`config.mk`:
```
export PLATFORM = sky130hd
export DESIGN_NAME = decimal_text_to_single_float
export DESIGN_NICKNAME = d
export VERILOG_FILES = /design/src/rtl/dtsf_pkg.sv /design/src/rtl/dtsf_fpu.sv /design/src/rtl/dtsf_dp.sv /design/src/rtl/dtsf_ctrl.sv /design/src/rtl/decimal_text_to_single_float.sv
export SDC_FILE = /design/constraint.sdc
export NUM_CORES = 2
export LEC_CHECK = 0
export ABC_AREA = 1
export BUFFER_PORTS_ARGS = -buffer_cell sky130_fd_sc_hd__buf_2
export CAP_MARGIN = 20
export CORE_MARGIN = 2
export CORE_UTILIZATION = 35
export DETAILED_ROUTE_END_ITERATION = 8
export GPL_TIMING_DRIVEN = 0
export PLACE_DENSITY = 0.53
export SLEW_MARGIN = 20
export SYNTH_ARGS = -nofsm -noshare
export SYNTH_HDL_FRONTEND = slang
export SYNTH_HIERARCHICAL = 1
export SYNTH_SLANG_ARGS = --single-unit
```
`constraint.sdc`:
```
create_clock -name clk -period 14.7 [get_ports clk]
set_input_delay 2.94 -clock clk [delete_from_list [all_inputs] [get_ports clk]]
set_output_delay 2.94 -clock clk [all_outputs]
set_load 0.01 [all_outputs]
```
`src/rtl/dtsf_pkg.sv`:
```
// shared types, constants and helpers for the decimal text to single float converter
// no dependencies; imported by every module of the block
package dtsf_pkg;

  typedef struct packed {
    logic [7:0] text_char;
    logic       new_string;
  } in_item_t;

  typedef struct packed {
    logic [31:0] value_bits;
    logic [11:0] consumed_count;
    logic        converted;
  } out_item_t;

  localparam int CntW             = 12;
  localparam int CntMax           = 2**CntW - 1;
  localparam int MaxLengthDefault = 4095;

  // single precision constants
  localparam logic [31:0] F_ZERO  = 32'h0000_0000;
  localparam logic [31:0] F_ONE   = 32'h3F80_0000;
  localparam logic [31:0] F_TEN   = 32'h4120_0000;
  localparam logic [31:0] F_TENTH = 32'h3DCC_CCCD;
  localparam logic [31:0] F_QNAN  = 32'h7FC0_0000;
  localparam logic [31:0] F_INF   = 32'h7F80_0000;

  // characters
  localparam logic [7:0] CH_SPACE = 8'h20;
  localparam logic [7:0] CH_PLUS  = 8'h2B;
  localparam logic [7:0] CH_MINUS = 8'h2D;
  localparam logic [7:0] CH_DOT   = 8'h2E;
  localparam logic [7:0] CH_ZERO  = 8'h30;
  localparam logic [7:0] CH_NINE  = 8'h39;
  localparam logic [7:0] CH_UE    = 8'h45;
  localparam logic [7:0] CH_LE    = 8'h65;

  // float unit operations
  localparam logic [1:0] FOP_MUL = 2'd0;
  localparam logic [1:0] FOP_ADD = 2'd1;
  localparam logic [1:0] FOP_DIV = 2'd2;

  // datapath arithmetic steps
  localparam logic [3:0] OP_INT_MUL  = 4'd0;
  localparam logic [3:0] OP_INT_ADD  = 4'd1;
  localparam logic [3:0] OP_FR_MUL   = 4'd2;
  localparam logic [3:0] OP_FR_ADD   = 4'd3;
  localparam logic [3:0] OP_FAC_MUL  = 4'd4;
  localparam logic [3:0] OP_SC_MUL   = 4'd5;
  localparam logic [3:0] OP_BASE_MUL = 4'd6;
  localparam logic [3:0] OP_FIN_MUL  = 4'd7;
  localparam logic [3:0] OP_FIN_DIV  = 4'd8;

  // result kinds
  localparam logic [1:0] EM_FAIL  = 2'd0;
  localparam logic [1:0] EM_ACC   = 2'd1;
  localparam logic [1:0] EM_ACC_E = 2'd2;
  localparam logic [1:0] EM_TMP   = 2'd3;

  typedef struct packed {
    logic       load;
    logic       clr;
    logic       bump;
    logic       set_neg;
    logic       set_eneg;
    logic       exp_dig;
    logic       mark_exp;
    logic       set_dseen;
    logic       fstart;
    logic [3:0] fop;
    logic       sc_init;
    logic       sc_shift;
    logic       emit;
    logic [1:0] ekind;
  } dp_cmd_t;

  typedef struct packed {
    logic fresh;
    logic is_digit;
    logic is_space;
    logic is_plus;
    logic is_minus;
    logic is_dot;
    logic is_emark;
    logic dseen;
    logic eneg;
    logic fdone;
    logic e_zero;
    logic e_lsb;
    logic e_last;
    logic out_full;
  } dp_stat_t;

  function automatic logic [31:0] digit_float(input logic [3:0] d);
    logic [31:0] f;
    case (d)
      4'd1:    f = 32'h3F80_0000;
      4'd2:    f = 32'h4000_0000;
      4'd3:    f = 32'h4040_0000;
      4'd4:    f = 32'h4080_0000;
      4'd5:    f = 32'h40A0_0000;
      4'd6:    f = 32'h40C0_0000;
      4'd7:    f = 32'h40E0_0000;
      4'd8:    f = 32'h4100_0000;
      4'd9:    f = 32'h4110_0000;
      default: f = F_ZERO;
    endcase
    return f;
  endfunction

endpackage

```
`src/rtl/dtsf_fpu.sv`:
```
// multi-cycle single precision unit: multiply, add of non-negative values, divide
// round to nearest even, subnormals handled; uses dtsf_pkg
module dtsf_fpu (
  input  logic        clk,
  input  logic        rst,
  input  logic        start,
  input  logic [1:0]  op,
  input  logic [31:0] a,
  input  logic [31:0] b,
  output logic        done,
  output logic [31:0] res
);
  import dtsf_pkg::*;

  localparam logic [2:0] S_IDLE = 3'd0;
  localparam logic [2:0] S_UNP  = 3'd1;
  localparam logic [2:0] S_CALC = 3'd2;
  localparam logic [2:0] S_DIV  = 3'd3;
  localparam logic [2:0] S_PACK = 3'd4;

  typedef struct packed {
    logic signed [11:0] e;
    logic [23:0]        m;
  } unp_t;

  logic [2:0]         st;
  logic [1:0]         op_r;
  logic [31:0]        a_r, b_r;
  logic signed [11:0] ea, eb, e_r;
  logic [23:0]        ma, mb;
  logic               spec;
  logic [30:0]        spec_val;
  logic [47:0]        sig_r;
  logic [25:0]        rem;
  logic [25:0]        q;
  logic [4:0]         dcnt;

  function automatic logic [4:0] lzc24(input logic [23:0] m);
    logic [4:0] lz;
    lz = 5'd24;
    for (int i = 0; i < 24; i++) begin
      if (m[i]) lz = 5'(23 - i);
    end
    return lz;
  endfunction

  function automatic unp_t unpack(input logic [30:0] x);
    unp_t       u;
    logic [23:0] m24;
    logic [4:0]  lz;
    m24 = {1'b0, x[22:0]};
    lz  = lzc24(m24);
    if (x[30:23] != 8'd0) begin
      u.m = {1'b1, x[22:0]};
      u.e = $signed({4'd0, x[30:23]}) - 12'sd127;
    end else begin
      u.m = m24 << lz;
      u.e = -12'sd126 - $signed({7'd0, lz});
    end
    return u;
  endfunction

  // value = sig / 2^47 * 2^e
  function automatic logic [30:0] pack(input logic signed [11:0] e, input logic [47:0] sig);
    logic signed [11:0] be;
    logic [11:0]        shl;
    logic [5:0]         sh;
    logic [47:0]        sft;
    logic               lost, g, s, l;
    logic [30:0]        comb;
    be   = e + 12'sd127;
    shl  = 12'(12'sd1 - be);
    sh   = (shl > 12'd48) ? 6'd48 : shl[5:0];
    sft  = sig >> sh;
    lost = (sft << sh) != sig;
    if (be >= 12'sd1) begin
      comb = {be[7:0], sig[46:24]};
      g    = sig[23];
      s    = |sig[22:0];
      l    = sig[24];
    end else begin
      comb = {8'd0, sft[46:24]};
      g    = sft[23];
      s    = (|sft[22:0]) | lost;
      l    = sft[24];
    end
    if (be > 12'sd254) return F_INF[30:0];
    return comb + 31'(g & (s | l));
  endfunction

  logic a_zero, a_inf, a_nan, b_zero, b_inf, b_nan;
  unp_t ua, ub;

  assign a_zero = a_r[30:0] == 31'd0;
  assign b_zero = b_r[30:0] == 31'd0;
  assign a_inf  = (a_r[30:23] == 8'hFF) && (a_r[22:0] == 23'd0);
  assign b_inf  = (b_r[30:23] == 8'hFF) && (b_r[22:0] == 23'd0);
  assign a_nan  = (a_r[30:23] == 8'hFF) && (a_r[22:0] != 23'd0);
  assign b_nan  = (b_r[30:23] == 8'hFF) && (b_r[22:0] != 23'd0);
  assign ua     = unpack(a_r[30:0]);
  assign ub     = unpack(b_r[30:0]);

  // add path, operands known non-negative
  logic        a_big;
  logic [30:0] big, sml;
  logic [8:0]  eb_big, eb_sml;
  logic [8:0]  diff;
  logic [5:0]  ash;
  logic [49:0] sml_full, sml_sft;
  logic        alost;
  logic [50:0] asum;

  always_comb begin
    a_big    = a_r[30:0] >= b_r[30:0];
    big      = a_big ? a_r[30:0] : b_r[30:0];
    sml      = a_big ? b_r[30:0] : a_r[30:0];
    eb_big   = (big[30:23] == 8'd0) ? 9'd1 : {1'b0, big[30:23]};
    eb_sml   = (sml[30:23] == 8'd0) ? 9'd1 : {1'b0, sml[30:23]};
    diff     = eb_big - eb_sml;
    ash      = (diff > 9'd50) ? 6'd50 : diff[5:0];
    sml_full = {sml[30:23] != 8'd0, sml[22:0], 26'd0};
    sml_sft  = sml_full >> ash;
    alost    = (sml_sft << ash) != sml_full;
    asum     = {1'b0, big[30:23] != 8'd0, big[22:0], 26'd0} + {1'b0, sml_sft};
  end

  logic [47:0] prod;
  logic        ge;
  logic [25:0] rem_n;
  logic [25:0] qn;

  assign prod  = ma * mb;
  assign ge    = rem >= {2'd0, mb};
  assign rem_n = ge ? rem - {2'd0, mb} : rem;
  assign qn    = {q[24:0], ge};

  assign done = st == S_PACK;
  assign res  = {1'b0, spec ? spec_val : pack(e_r, sig_r)};

  always_ff @(posedge clk) begin
    if (rst) begin
      st <= S_IDLE;
    end else begin
      case (st)
        S_IDLE, S_PACK: begin
          if (start) begin
            a_r  <= a;
            b_r  <= b;
            op_r <= op;
            st   <= S_UNP;
          end else begin
            st <= S_IDLE;
          end
        end
        S_UNP: begin
          ea   <= ua.e;
          ma   <= ua.m;
          eb   <= ub.e;
          mb   <= ub.m;
          spec <= 1'b0;
          case (op_r)
            FOP_MUL: begin
              if (a_nan || b_nan || (a_inf && b_zero) || (a_zero && b_inf)) begin
                spec <= 1'b1; spec_val <= F_QNAN[30:0];
              end else if (a_inf || b_inf) begin
                spec <= 1'b1; spec_val <= F_INF[30:0];
              end else if (a_zero || b_zero) begin
                spec <= 1'b1; spec_val <= F_ZERO[30:0];
              end
            end
            FOP_DIV: begin
              if (a_nan || b_nan || (a_inf && b_inf) || (a_zero && b_zero)) begin
                spec <= 1'b1; spec_val <= F_QNAN[30:0];
              end else if (a_inf || b_zero) begin
                spec <= 1'b1; spec_val <= F_INF[30:0];
              end else if (a_zero || b_inf) begin
                spec <= 1'b1; spec_val <= F_ZERO[30:0];
              end
            end
            FOP_ADD: begin
              if (a_nan || b_nan) begin
                spec <= 1'b1; spec_val <= F_QNAN[30:0];
              end else if (a_inf || b_inf) begin
                spec <= 1'b1; spec_val <= F_INF[30:0];
              end else if (a_r[30:23] == 8'd0 && b_r[30:23] == 8'd0) begin
                // two subnormals add exactly on the raw encodings
                spec <= 1'b1; spec_val <= a_r[30:0] + b_r[30:0];
              end
            end
            default: spec <= 1'b0;
          endcase
          st <= S_CALC;
        end
        S_CALC: begin
          st <= S_PACK;
          case (op_r)
            FOP_MUL: begin
              if (prod[47]) begin
                sig_r <= prod;
                e_r   <= ea + eb + 12'sd1;
              end else begin
                sig_r <= {prod[46:0], 1'b0};
                e_r   <= ea + eb;
              end
            end
            FOP_ADD: begin
              if (asum[50]) begin
                sig_r <= {asum[50:4], asum[3] | (|asum[2:0]) | alost};
                e_r   <= $signed({3'd0, eb_big}) - 12'sd126;
              end else begin
                sig_r <= {asum[49:3], asum[2] | (|asum[1:0]) | alost};
                e_r   <= $signed({3'd0, eb_big}) - 12'sd127;
              end
            end
            FOP_DIV: begin
              rem  <= {2'd0, ma};
              q    <= '0;
              dcnt <= '0;
              e_r  <= ea - eb;
              if (!spec) st <= S_DIV;
            end
            default: sig_r <= '0;
          endcase
        end
        S_DIV: begin
          // one quotient bit a cycle, restoring
          q    <= qn;
          rem  <= {rem_n[24:0], 1'b0};
          dcnt <= dcnt + 5'd1;
          if (dcnt == 5'd25) begin
            st <= S_PACK;
            if (qn[25]) begin
              sig_r <= {qn, 21'd0, rem_n != 26'd0};
            end else begin
              sig_r <= {qn[24:0], 22'd0, rem_n != 26'd0};
              e_r   <= e_r - 12'sd1;
            end
          end
        end
        default: st <= S_IDLE;
      endcase
    end
  end

endmodule

```
`src/rtl/dtsf_dp.sv`:
```
// datapath: character register, parse registers, counters, result register
// holds the float unit; uses dtsf_pkg and dtsf_fpu
module dtsf_dp #(
  parameter int MAX_LENGTH = dtsf_pkg::MaxLengthDefault
) (
  input  logic                clk,
  input  logic                rst,
  input  dtsf_pkg::in_item_t  in_data,
  input  dtsf_pkg::dp_cmd_t   cmd,
  output dtsf_pkg::dp_stat_t  stat,
  output logic                out_valid,
  input  logic                out_ready,
  output dtsf_pkg::out_item_t out_data
);
  import dtsf_pkg::*;

  localparam int          LimInt = (MAX_LENGTH < CntMax) ? MAX_LENGTH : CntMax;
  localparam logic [11:0] CntLim = 12'(LimInt);

  localparam logic [2:0] D_ACC   = 3'd0;
  localparam logic [2:0] D_TMP   = 3'd1;
  localparam logic [2:0] D_FAC   = 3'd2;
  localparam logic [2:0] D_SCALE = 3'd3;
  localparam logic [2:0] D_BASE  = 3'd4;

  logic [7:0]  chr;
  logic        fresh, neg, eneg, dseen;
  logic [31:0] acc, fac, tmp, scale, base;
  logic [15:0] expv, ebits;
  logic [11:0] cnt, cnt_e;
  logic [3:0]  fop_r;

  logic        is_digit;
  logic [3:0]  digit;
  logic [31:0] dig_f;
  logic [19:0] emul;
  logic [15:0] expv_next;
  logic        fdone;
  logic [31:0] fres, tmp_f;
  logic [1:0]  f_op;
  logic [31:0] f_a, f_b;
  logic [2:0]  dest;

  assign is_digit  = chr >= CH_ZERO && chr <= CH_NINE;
  assign digit     = 4'(chr - CH_ZERO);
  assign dig_f     = digit_float(digit);
  assign emul      = ({4'd0, expv} << 3) + ({4'd0, expv} << 1) + {16'd0, digit};
  assign expv_next = (emul > 20'd65535) ? 16'hFFFF : emul[15:0];

  always_comb begin
    case (fop_r)
      OP_INT_ADD, OP_FR_ADD:    dest = D_ACC;
      OP_FAC_MUL:               dest = D_FAC;
      OP_SC_MUL:                dest = D_SCALE;
      OP_BASE_MUL:              dest = D_BASE;
      default:                  dest = D_TMP;
    endcase
  end

  // a step started as the previous one finishes sees its product at once
  assign tmp_f = (fdone && dest == D_TMP) ? fres : tmp;

  always_comb begin
    case (cmd.fop)
      OP_INT_MUL:  begin f_op = FOP_MUL; f_a = acc;   f_b = F_TEN;   end
      OP_INT_ADD:  begin f_op = FOP_ADD; f_a = tmp_f; f_b = dig_f;   end
      OP_FR_MUL:   begin f_op = FOP_MUL; f_a = dig_f; f_b = fac;     end
      OP_FR_ADD:   begin f_op = FOP_ADD; f_a = acc;   f_b = tmp_f;   end
      OP_FAC_MUL:  begin f_op = FOP_MUL; f_a = fac;   f_b = F_TENTH; end
      OP_SC_MUL:   begin f_op = FOP_MUL; f_a = scale; f_b = base;    end
      OP_BASE_MUL: begin f_op = FOP_MUL; f_a = base;  f_b = base;    end
      OP_FIN_DIV:  begin f_op = FOP_DIV; f_a = acc;   f_b = scale;   end
      default:     begin f_op = FOP_MUL; f_a = acc;   f_b = scale;   end
    endcase
  end

  dtsf_fpu u_fpu (
    .clk   (clk),
    .rst   (rst),
    .start (cmd.fstart),
    .op    (f_op),
    .a     (f_a),
    .b     (f_b),
    .done  (fdone),
    .res   (fres)
  );

  logic [31:0] fin_src, fin_bits;
  assign fin_src  = (cmd.ekind == EM_TMP) ? tmp : acc;
  assign fin_bits = (((fin_src[30:23] == 8'hFF) && (fin_src[22:0] != 23'd0)) ? F_QNAN : fin_src)
                    ^ {neg, 31'd0};

  always_comb begin
    stat.fresh    = fresh;
    stat.is_digit = is_digit;
    stat.is_space = chr == CH_SPACE;
    stat.is_plus  = chr == CH_PLUS;
    stat.is_minus = chr == CH_MINUS;
    stat.is_dot   = chr == CH_DOT;
    stat.is_emark = chr == CH_LE || chr == CH_UE;
    stat.dseen    = dseen;
    stat.eneg     = eneg;
    stat.fdone    = fdone;
    stat.e_zero   = ebits == 16'd0;
    stat.e_lsb    = ebits[0];
    stat.e_last   = ebits[15:1] == 15'd0;
    stat.out_full = out_valid && !out_ready;
  end

  always_ff @(posedge clk) begin
    if (rst) begin
      fresh     <= 1'b0;
      neg       <= 1'b0;
      eneg      <= 1'b0;
      dseen     <= 1'b0;
      acc       <= F_ZERO;
      fac       <= F_TENTH;
      expv      <= '0;
      cnt       <= '0;
      cnt_e     <= '0;
      ebits     <= '0;
      out_valid <= 1'b0;
    end else begin
      if (cmd.load) begin
        chr   <= in_data.text_char;
        fresh <= in_data.new_string;
      end
      if (cmd.clr) begin
        fresh <= 1'b0;
        neg   <= 1'b0;
        eneg  <= 1'b0;
        dseen <= 1'b0;
        acc   <= F_ZERO;
        fac   <= F_TENTH;
        expv  <= '0;
        cnt   <= '0;
        cnt_e <= '0;
      end else begin
        if (cmd.bump && cnt < CntLim) cnt <= cnt + 12'd1;
        if (cmd.mark_exp) cnt_e <= cnt;
        if (cmd.set_neg) neg <= 1'b1;
        if (cmd.set_eneg) eneg <= 1'b1;
        if (cmd.set_dseen) dseen <= 1'b1;
        if (cmd.exp_dig) expv <= expv_next;
        if (fdone && dest == D_ACC) acc <= fres;
        if (fdone && dest == D_FAC) fac <= fres;
      end
      if (cmd.fstart) fop_r <= cmd.fop;
      if (fdone && dest == D_TMP) tmp <= fres;
      if (cmd.sc_init) begin
        scale <= F_ONE;
        base  <= F_TEN;
        ebits <= expv;
      end else begin
        if (fdone && dest == D_SCALE) scale <= fres;
        if (fdone && dest == D_BASE) base <= fres;
        if (cmd.sc_shift) ebits <= {1'b0, ebits[15:1]};
      end
      if (cmd.emit) begin
        out_valid <= 1'b1;
        if (cmd.ekind == EM_FAIL) begin
          out_data <= '0;
        end else begin
          out_data.value_bits     <= fin_bits;
          out_data.consumed_count <= (cmd.ekind == EM_ACC_E) ? cnt_e : cnt;
          out_data.converted      <= 1'b1;
        end
      end else if (out_ready) begin
        out_valid <= 1'b0;
      end
    end
  end

endmodule

```
`src/rtl/dtsf_ctrl.sv`:
```
// controller: parse phase and sequencing of the float steps for each character
// drives dtsf_dp through dp_cmd_t and reads dp_stat_t; uses dtsf_pkg
module dtsf_ctrl (
  input  logic               clk,
  input  logic               rst,
  input  logic               in_valid,
  output logic               in_ready,
  output dtsf_pkg::dp_cmd_t  cmd,
  input  dtsf_pkg::dp_stat_t stat
);
  import dtsf_pkg::*;

  localparam logic [3:0] S_IDLE     = 4'd0;
  localparam logic [3:0] S_DEC      = 4'd1;
  localparam logic [3:0] S_INT_MUL  = 4'd2;
  localparam logic [3:0] S_INT_ADD  = 4'd3;
  localparam logic [3:0] S_FR_MUL   = 4'd4;
  localparam logic [3:0] S_FR_ADD   = 4'd5;
  localparam logic [3:0] S_FAC_MUL  = 4'd6;
  localparam logic [3:0] S_SC_CHK   = 4'd7;
  localparam logic [3:0] S_SC_MUL   = 4'd8;
  localparam logic [3:0] S_BASE_MUL = 4'd9;
  localparam logic [3:0] S_FIN      = 4'd10;
  localparam logic [3:0] S_EMIT     = 4'd11;

  localparam logic [2:0] PH_IDLE  = 3'd0;
  localparam logic [2:0] PH_LEAD  = 3'd1;
  localparam logic [2:0] PH_INT   = 3'd2;
  localparam logic [2:0] PH_FRAC  = 3'd3;
  localparam logic [2:0] PH_EMARK = 3'd4;
  localparam logic [2:0] PH_ESIGN = 3'd5;
  localparam logic [2:0] PH_EDIG  = 3'd6;

  logic [3:0] st, st_next;
  logic [2:0] ph, ph_next;
  logic [1:0] ekind, ekind_next;
  logic       in_frac;

  assign in_ready = st == S_IDLE;
  assign in_frac  = ph == PH_FRAC;

  always_comb begin
    cmd        = '0;
    cmd.ekind  = ekind;
    st_next    = st;
    ph_next    = ph;
    ekind_next = ekind;
    case (st)
      S_IDLE: begin
        if (in_valid) begin
          cmd.load = 1'b1;
          st_next  = S_DEC;
        end
      end
      S_DEC: begin
        st_next = S_IDLE;
        if (stat.fresh) begin
          cmd.clr = 1'b1;
          ph_next = PH_LEAD;
          st_next = S_DEC;
        end else if (ph == PH_LEAD && (stat.is_space || stat.is_plus || stat.is_minus)) begin
          cmd.bump    = 1'b1;
          cmd.set_neg = stat.is_minus;
          if (!stat.is_space) ph_next = PH_INT;
        end else if (ph == PH_LEAD || ph == PH_INT || ph == PH_FRAC) begin
          // first other character after the lead falls into the integer part
          if (stat.is_digit) begin
            ph_next    = in_frac ? PH_FRAC : PH_INT;
            cmd.fstart = 1'b1;
            cmd.fop    = in_frac ? OP_FR_MUL : OP_INT_MUL;
            st_next    = in_frac ? S_FR_MUL : S_INT_MUL;
          end else if (stat.is_dot && !in_frac) begin
            cmd.bump = 1'b1;
            ph_next  = PH_FRAC;
          end else if (!stat.dseen) begin
            ekind_next = EM_FAIL;
            st_next    = S_EMIT;
          end else if (stat.is_emark) begin
            cmd.mark_exp = 1'b1;
            cmd.bump     = 1'b1;
            ph_next      = PH_EMARK;
          end else begin
            ekind_next = EM_ACC;
            st_next    = S_EMIT;
          end
        end else if (ph == PH_EMARK || ph == PH_ESIGN) begin
          if (ph == PH_EMARK && (stat.is_plus || stat.is_minus)) begin
            cmd.bump     = 1'b1;
            cmd.set_eneg = stat.is_minus;
            ph_next      = PH_ESIGN;
          end else if (stat.is_digit) begin
            cmd.exp_dig = 1'b1;
            cmd.bump    = 1'b1;
            ph_next     = PH_EDIG;
          end else begin
            ekind_next = EM_ACC_E;
            st_next    = S_EMIT;
          end
        end else if (ph == PH_EDIG) begin
          if (stat.is_digit) begin
            cmd.exp_dig = 1'b1;
            cmd.bump    = 1'b1;
          end else begin
            cmd.sc_init = 1'b1;
            st_next     = S_SC_CHK;
          end
        end
      end
      S_INT_MUL: begin
        if (stat.fdone) begin
          cmd.fstart = 1'b1;
          cmd.fop    = OP_INT_ADD;
          st_next    = S_INT_ADD;
        end
      end
      S_FR_MUL: begin
        if (stat.fdone) begin
          cmd.fstart = 1'b1;
          cmd.fop    = OP_FR_ADD;
          st_next    = S_FR_ADD;
        end
      end
      S_FR_ADD: begin
        if (stat.fdone) begin
          cmd.fstart = 1'b1;
          cmd.fop    = OP_FAC_MUL;
          st_next    = S_FAC_MUL;
        end
      end
      S_INT_ADD, S_FAC_MUL: begin
        if (stat.fdone) begin
          cmd.set_dseen = 1'b1;
          cmd.bump      = 1'b1;
          st_next       = S_IDLE;
        end
      end
      S_SC_CHK: begin
        // square and multiply, lowest exponent bit first
        cmd.fstart = 1'b1;
        if (stat.e_zero) begin
          cmd.fop = stat.eneg ? OP_FIN_DIV : OP_FIN_MUL;
          st_next = S_FIN;
        end else if (stat.e_lsb) begin
          cmd.fop = OP_SC_MUL;
          st_next = S_SC_MUL;
        end else begin
          cmd.fop = OP_BASE_MUL;
          st_next = S_BASE_MUL;
        end
      end
      S_SC_MUL: begin
        if (stat.fdone) begin
          if (stat.e_last) begin
            cmd.sc_shift = 1'b1;
            st_next      = S_SC_CHK;
          end else begin
            cmd.fstart = 1'b1;
            cmd.fop    = OP_BASE_MUL;
            st_next    = S_BASE_MUL;
          end
        end
      end
      S_BASE_MUL: begin
        if (stat.fdone) begin
          cmd.sc_shift = 1'b1;
          st_next      = S_SC_CHK;
        end
      end
      S_FIN: begin
        if (stat.fdone) begin
          ekind_next = EM_TMP;
          st_next    = S_EMIT;
        end
      end
      S_EMIT: begin
        if (!stat.out_full) begin
          cmd.emit = 1'b1;
          ph_next  = PH_IDLE;
          st_next  = S_IDLE;
        end
      end
      default: st_next = S_IDLE;
    endcase
  end

  always_ff @(posedge clk) begin
    if (rst) begin
      st    <= S_IDLE;
      ph    <= PH_IDLE;
      ekind <= EM_FAIL;
    end else begin
      st    <= st_next;
      ph    <= ph_next;
      ekind <= ekind_next;
    end
  end

`ifndef SYNTHESIS
  a_emit_room: assert property (@(posedge clk) disable iff (rst)
    cmd.emit |-> !stat.out_full)
    else $error("result written while output beat still held");
  a_emit_idle: assert property (@(posedge clk) disable iff (rst)
    cmd.emit |=> ph == PH_IDLE && st == S_IDLE)
    else $error("parse phase not closed after result");
  a_fresh_lead: assert property (@(posedge clk) disable iff (rst)
    (st == S_DEC && stat.fresh) |=> ph == PH_LEAD && st == S_DEC)
    else $error("new string did not restart the parse");
  a_start_free: assert property (@(posedge clk) disable iff (rst)
    (cmd.fstart && st != S_DEC && st != S_SC_CHK) |-> stat.fdone)
    else $error("float step started while unit busy");
`endif

endmodule

```
`src/rtl/decimal_text_to_single_float.sv`:
```
// decimal text to single precision float converter, top level
// instantiates dtsf_ctrl and dtsf_dp; uses dtsf_pkg
//
// Usage: the in channel takes one character per beat with new_string set on
// the first character of each string; the character that ends a string gives
// one result beat on the out channel (value bits, consumed count, converted).
// Characters before the first string, or after a string has ended without a
// new_string mark, are dropped without a result.
// Timing: each beat is registered when taken and decoded in the next cycle; a beat
// with new_string is decoded once more after the clear. An integer digit runs a
// multiply then an add on the shared float unit, a fraction digit three float
// steps (multiply, add, factor update). The ending character of a string with an
// exponent adds up to 16 rounds of square and multiply plus a final multiply
// or a divide; no new character is taken until these steps are through.
// The next character is taken while a finished result still waits; when the
// receiver stalls and a second result is due, the block holds in_ready low
// until the first one is taken. Reset returns to idle with no string open.
module decimal_text_to_single_float #(
  parameter int MAX_LENGTH = dtsf_pkg::MaxLengthDefault
) (
  input  logic                clk,
  input  logic                rst,
  input  logic                in_valid,
  output logic                in_ready,
  input  dtsf_pkg::in_item_t  in_data,
  output logic                out_valid,
  input  logic                out_ready,
  output dtsf_pkg::out_item_t out_data
);
  import dtsf_pkg::*;

  dp_cmd_t  cmd;
  dp_stat_t stat;

  dtsf_ctrl u_ctrl (
    .clk      (clk),
    .rst      (rst),
    .in_valid (in_valid),
    .in_ready (in_ready),
    .cmd      (cmd),
    .stat     (stat)
  );

  dtsf_dp #(
    .MAX_LENGTH (MAX_LENGTH)
  ) u_dp (
    .clk       (clk),
    .rst       (rst),
    .in_data   (in_data),
    .cmd       (cmd),
    .stat      (stat),
    .out_valid (out_valid),
    .out_ready (out_ready),
    .out_data  (out_data)
  );

endmodule
```
Yosys cells after proc, flatten, opt, wreduce, memory -nomap -nowiden
Memory sizes are Yosys's and may differ from the RTL's.
Cells that the tools add are included.
{"block": "classes", "muxes": 227, "n_reduce_logical": 95, "magnitude_cmp": 10, "n_addsub": 22, "n_eq_ne": 82, "div": 0, "shifts": 6, "mul": 1, "bitwise_logic": 9}
{"operator": "$mux W31", "count": 17}
{"operator": "$mux W5", "count": 51}
{"operator": "$mux W48", "count": 4}
{"operator": "$pmux W31 S6", "count": 1}
{"operator": "$pmux W31 S5", "count": 1}
{"operator": "$pmux W48 S3", "count": 1}
{"operator": "$mux W4", "count": 28}
{"operator": "$mux W32", "count": 3}
{"operator": "$pmux W48 S2", "count": 1}
{"operator": "$pmux W31 S3", "count": 1}
{"operator": "$mux W36", "count": 2}
{"operator": "$reduce_bool A23 Y1", "count": 3}
{"operator": "$logic_not A31 Y1", "count": 2}
{"operator": "$mux W12", "count": 5}
{"operator": "$mux W3", "count": 19}
{"operator": "$mux W1", "count": 52}
{"operator": "$mux W26", "count": 2}
{"operator": "$pmux W26 S2", "count": 1}
{"operator": "$add A50 B50 Y51", "count": 1}
{"operator": "$ne A50 B50 Y1", "count": 1}
{"operator": "$pmux W25 S2", "count": 1}
{"operator": "$shl A50 B6 Y50", "count": 1}
{"operator": "$shr A50 B6 Y50", "count": 1}
{"operator": "$mul A24 B24 Y48", "count": 1}
{"operator": "other kinds (99)", "count": 252}
{"block": "totals", "latch_bits": 0, "rom_bits": 176, "elab_cells": 492, "ramBits": 0, "reg_bits": 570, "out_inout_bits": 47, "n_memories": 1}
{"memory": "(name not given)", "words": 16, "word_bits": 11, "rd": 1, "rd_clocked_by_memory_dff": 0, "write_ports": 0, "line": "dtsf_pkg.sv:96", "rtl": "case (d)"}

Logic depth before layout (Yosys ltp)
{"block": "depth", "word_depth": 25, "depth_mapped": 71, "mapped_depth_nobuf": 69}

By module
The synthesis kept the hierarchy.
{"module": "dtsf_fpu", "n_inst": 1, "cells_per_inst": 8882, "area_per_inst_um2": 56481.7}
{"module": "dtsf_dp", "n_inst": 1, "cells_per_inst": 1821, "area_per_inst_um2": 14502.7}
{"module": "dtsf_ctrl", "n_inst": 1, "cells_per_inst": 223, "area_per_inst_um2": 1229.9}

Worst setup path before layout
Ideal clock, no wire load.
{"block": "synth_timing", "path_type": "input port to flip-flop", "start": "in rst", "end": "reg u_dp.u_fpu.spec_val[0], enable pin", "setup_ns": 0.419, "path_stages": 3, "slack_ns": 2.239, "required_time_ns": 14.281, "path_buffers": 0, "t_arrival_ns": 12.042, "cell_sequence": "nor4_1 -> o311ai_0 -> nor2_1"}
{"block": "synth_via", "elab_chain_cells": 2}
{"item": "from (decl)", "line": "decimal_text_to_single_float.sv:22", "rtl": "input logic rst,"}
{"item": "$not A1 Y1 (no line)"}
{"item": "$reduce_and A6 Y1 (no line)"}
{"item": "to (signal assigned)", "line": "dtsf_fpu.sv:164", "rtl": "spec <= 1'b1; spec_val <= F_QNAN[30:0];"}
{"item": "to (signal assigned)", "line": "dtsf_fpu.sv:166", "rtl": "spec <= 1'b1; spec_val <= F_INF[30:0];"}
{"item": "to (signal assigned)", "line": "dtsf_fpu.sv:168", "rtl": "spec <= 1'b1; spec_val <= F_ZERO[30:0];"}
{"item": "to (decl)", "line": "dtsf_fpu.sv:32", "rtl": "logic [30:0] spec_val;"}
Every way passes these cells.
A chain may end at the register's enable or synchronous reset.

Final worst setup path
{"block": "layout_timing", "start": "reg u_dp.u_fpu.b_r[22]", "end": "reg u_dp.u_fpu.sig_r[0], data pin"}
{"block": "layout_via", "elab_chain_cells": 15, "word_cells_on_any_way": 25}
{"item": "from (decl)", "line": "dtsf_fpu.sv:28", "rtl": "logic [31:0] a_r, b_r;"}
{"item": "from (signal assigned)", "line": "dtsf_fpu.sv:148", "rtl": "b_r <= b;"}
{"item": "$ge A31 B31 Y1", "line": "dtsf_fpu.sv:114", "rtl": "a_big = a_r[30:0] >= b_r[30:0];"}
{"item": "$mux W31 (on tied branches)", "line": "dtsf_fpu.sv:115, dtsf_fpu.sv:116"}
{"item": "$logic_not A8 Y1 (on tied branches)", "line": "dtsf_fpu.sv:117, dtsf_fpu.sv:118"}
{"item": "$mux W8 (on tied branches)", "line": "dtsf_fpu.sv:117, dtsf_fpu.sv:118"}
{"item": "$sub A8 B8 Y9", "line": "dtsf_fpu.sv:119", "rtl": "diff = eb_big - eb_sml;"}
{"item": "$gt A9 B6 Y1", "line": "dtsf_fpu.sv:120", "rtl": "ash = (diff > 9'd50) ? 6'd50 : diff[5:0];"}
{"item": "$mux W6", "line": "dtsf_fpu.sv:120"}
{"item": "$shr A50 B6 Y50", "line": "dtsf_fpu.sv:122", "rtl": "sml_sft = sml_full >> ash;"}
{"item": "$add A50 B50 Y51", "line": "dtsf_fpu.sv:124", "rtl": "asum = {1'b0, big[30:23] != 8'd0, big[22:0], 26'd0} + {1'b0, sml_sft};"}
{"item": "$reduce_or A3 Y1 or $reduce_or A2 Y1 (tied branches)", "line": "dtsf_fpu.sv:208, dtsf_fpu.sv:211"}
{"item": "$or A1 B1 Y1 (on tied branches) (2 in a row)", "line": "dtsf_fpu.sv:208, dtsf_fpu.sv:211"}
{"item": "$mux W48 (*)", "line": "dtsf_fpu.sv:207", "rtl": "if (asum[50]) begin"}
{"item": "$pmux W48 S3 (*)", "line": "dtsf_fpu.sv:196", "rtl": "case (op_r)"}
{"item": "$pmux W48 S2 (*)", "line": "dtsf_fpu.sv:144", "rtl": "case (st)"}
{"item": "to (signal assigned)", "line": "dtsf_fpu.sv:199", "rtl": "sig_r <= prod;"}
{"item": "to (signal assigned)", "line": "dtsf_fpu.sv:208", "rtl": "sig_r <= {asum[50:4], asum[3] | (|asum[2:0]) | alost};"}
{"item": "to (signal assigned)", "line": "dtsf_fpu.sv:211", "rtl": "sig_r <= {asum[49:3], asum[2] | (|asum[1:0]) | alost};"}
{"item": "to (decl)", "line": "dtsf_fpu.sv:33", "rtl": "logic [47:0] sig_r;"}
Mark *: on every way between the ends. The rest lies on a longest branch, timed or not.

==> impl_metrics.tcl <==
set metrics [dict create \
    rows 166 \
    drive_above_1_share 0.0411 \
    die_y_um 458 \
    die_w_um 458 \
    status "completed" \
    clkTransAtPathRegs_ns 0.06 \
    period_minus_slack_ns 12.98 \
    final_core_util 0.385 \
    io_buffers 59 \
    grt_pass1_wl_um 515000 \
    combinationalPowerShare 0.082 \
    worstMarginPinSlew_ns 1.26 \
    setup_viol 0 \
    p_clk_frac 0.474 \
    placeableCoreArea_um2 205000 \
    nNetsFinal 11932 \
    avgViaCountPerCell 5.65 \
    swShare 0.261 \
    die_area_um2 210000 \
    first_global_vias 74286 \
    power.density_nw_per_um2 50.1 \
    num_vias 78006 \
    avgSynthCellArea_um2 6.61 \
    cts_setup_buffers 0 \
    num_io_pins 60 \
    ctsResizeCount 0 \
    cts_root_buf "clkbuf_16" \
    cp_max_fo 10 \
    endpoint_kind "flip-flop" \
    cts.hold.buffers_added 0 \
    path_common_cell "nand2_1" \
    areaGrowthSynthToFinish_pct 9.23 \
    min_period_over_period 0.883 \
    internal-power_mw 2.92 \
    netlist_instances 10910 \
    drt_first_pass_iters 6 \
    cts_max_path_buffers 3 \
    crit_arrival_ns 13.43 \
    numCtsBuffers 71 \
    max_freq_ghz 0.0771 \
    reg2reg_slack_ns 1.72 \
    gp_congestion 1.01 \
    finalPower_mw 3.95 \
    hpwl_um 295000 \
    grt_usage 0.332 \
    hold_viol 0 \
    start_kind "flip-flop" \
    cts_tree "built" \
    dr.first_iter.drc_count 9693 \
    max_cap_violations 0 \
    p_leak_nw 37.6 \
    rsz0062_at_grt "false" \
    synthesis.nets 11772 \
    power.switching_mw 1.03 \
    slowest_delay_ns 0.73 \
    ant_nets 0 \
    cpMaxStageDelayCell "edfxtp_1" \
    insertion_delay_ns 0.69 \
    pwr-share-seq 0.445 \
    post_drt_wl_per_cell_um 25.9 \
    critPathKind "reg -> reg" \
    yosys_warnings 6 \
    cp_data_required_time_ns 15.15 \
    grt_max_degree 41 \
    antenna_found_initial 8 \
    worst_ir_drop_vdd_uv 89.6 \
    syn-cell-area_um2 72100 \
    h-tree-depth 3 \
    routed_wl_um 358000 \
    post_dp_cell_area_um2 76200 \
    fin_skew_ns 0.0808 \
    fin_area_um2 78700 \
    min-delay-path-class "reg -> reg" \
    drcViolationCount 0 \
    max_slew_margin 0.149 \
    grt_remaining_overflow 0 \
    maxSlewViolCount 0 \
    cts.sinks 572 \
    initial_core_util 0.352 \
]
[per-stage QoR]
| step | cells | hold WS, ns | setup slack [ns] | setup TNS, ns |
|---|---|---|---|---|
| after floorplan | 10910 | 0.438 | 2.24 | 0 |
| after global routing | 13814 | 0.478 | 1.03 | 0 |
| after detailed placement | 13685 | 0.453 | 2.07 | 0 |
| after global placement | 13657 | 0.447 | -3.17 | -98.27 |
| final | 13815 | 0.465 | 1.72 | 0 |
| after CTS | 13814 | 0.451 | 1.98 | 0 |
[sequential cells by signal, indices dropped and copies added, names as in the netlist, 32 cells and up]
name / flops
u_dp/acc: 32
u_dp/tmp: 32
u_dp/u_fpu/sig_r: 48
u_dp/out_data: 45
[metal layers]
layer  vias to the layer above  part of all wire  track usage
li1                      35563                 -            -
met1                     37765              0.42        0.447
met2                      3951              0.44        0.524
met3                       719             0.078       0.0425
met4                         8             0.059        0.166
met5                         -           0.00016            0
[worst max-delay path, delay by kind of cell (launching register included)]
kind            cells  cell delay [ns]
simple gates       34             4.86
compound gates     19             4.23
fa+ha+maj           4             1.51
buf+inv             9             1.34
flops               1             0.73
[power by group through the flow]
stage | Combinational (mW) | Clock [mW] | Sequential [mW]
final | 0.323 | 1.87 | 1.76
after global routing | 0.351 | 1.96 | 1.76
after detailed placement | 0.316 | 0 | 1.79
after CTS | 0.319 | 1.90 | 1.75
after global placement | 0.314 | 0 | 1.79
after floorplan | 0.213 | 0 | 1.78
[path summary, 6_finish.rpt]
kind | startpoint | endpoint | depth (start not counted)
max | u_dp/u_fpu/b_r[22] | u_dp/u_fpu/sig_r[0] | 66
min | u_dp/acc[31] | u_dp/acc[31] | 2
max reg2reg | u_dp/u_fpu/b_r[22] | u_dp/u_fpu/sig_r[0] | 66
min reg2reg | u_dp/acc[31] | u_dp/acc[31] | 2
[placed cells by master (no fill, tap or decap), drive strengths merged, types with 10 or more instances in the layout]
master and count:
ha 359, o22ai 49, a32o 17, o221ai 34, edfxtp 429, clkbuf 511, a221oi 28, o2111ai 14
mux2i 11, xnor2 46, o21bai 22, o211ai 70, nand2 3549, buf 291, or2 22, a31oi 48
nand4 150, nand3 1122, nor4 43, o21ai 733, and2 17, nor2 663, o21a 16, dfxtp 143
fa 490, o31ai 22, clkinv 42, xor2 90, a21oi 452, nor3 71, a211oi 12, nor3b 10
inv 1491
[final cells by class]
class,instances,area [um^2]
Antenna cell,1,2.50
Buffer,630,2590
Clock buffer,85,1910
Clock inverter,44,573
Fill cell,22031,126000
Inverter,1500,5630
Multi-Input combinational cell,8208,48200
Sequential cell,572,15700
Tap cell,2688,3360
Timing Repair Buffer,87,709
Power figures use the tool's default switching activity.
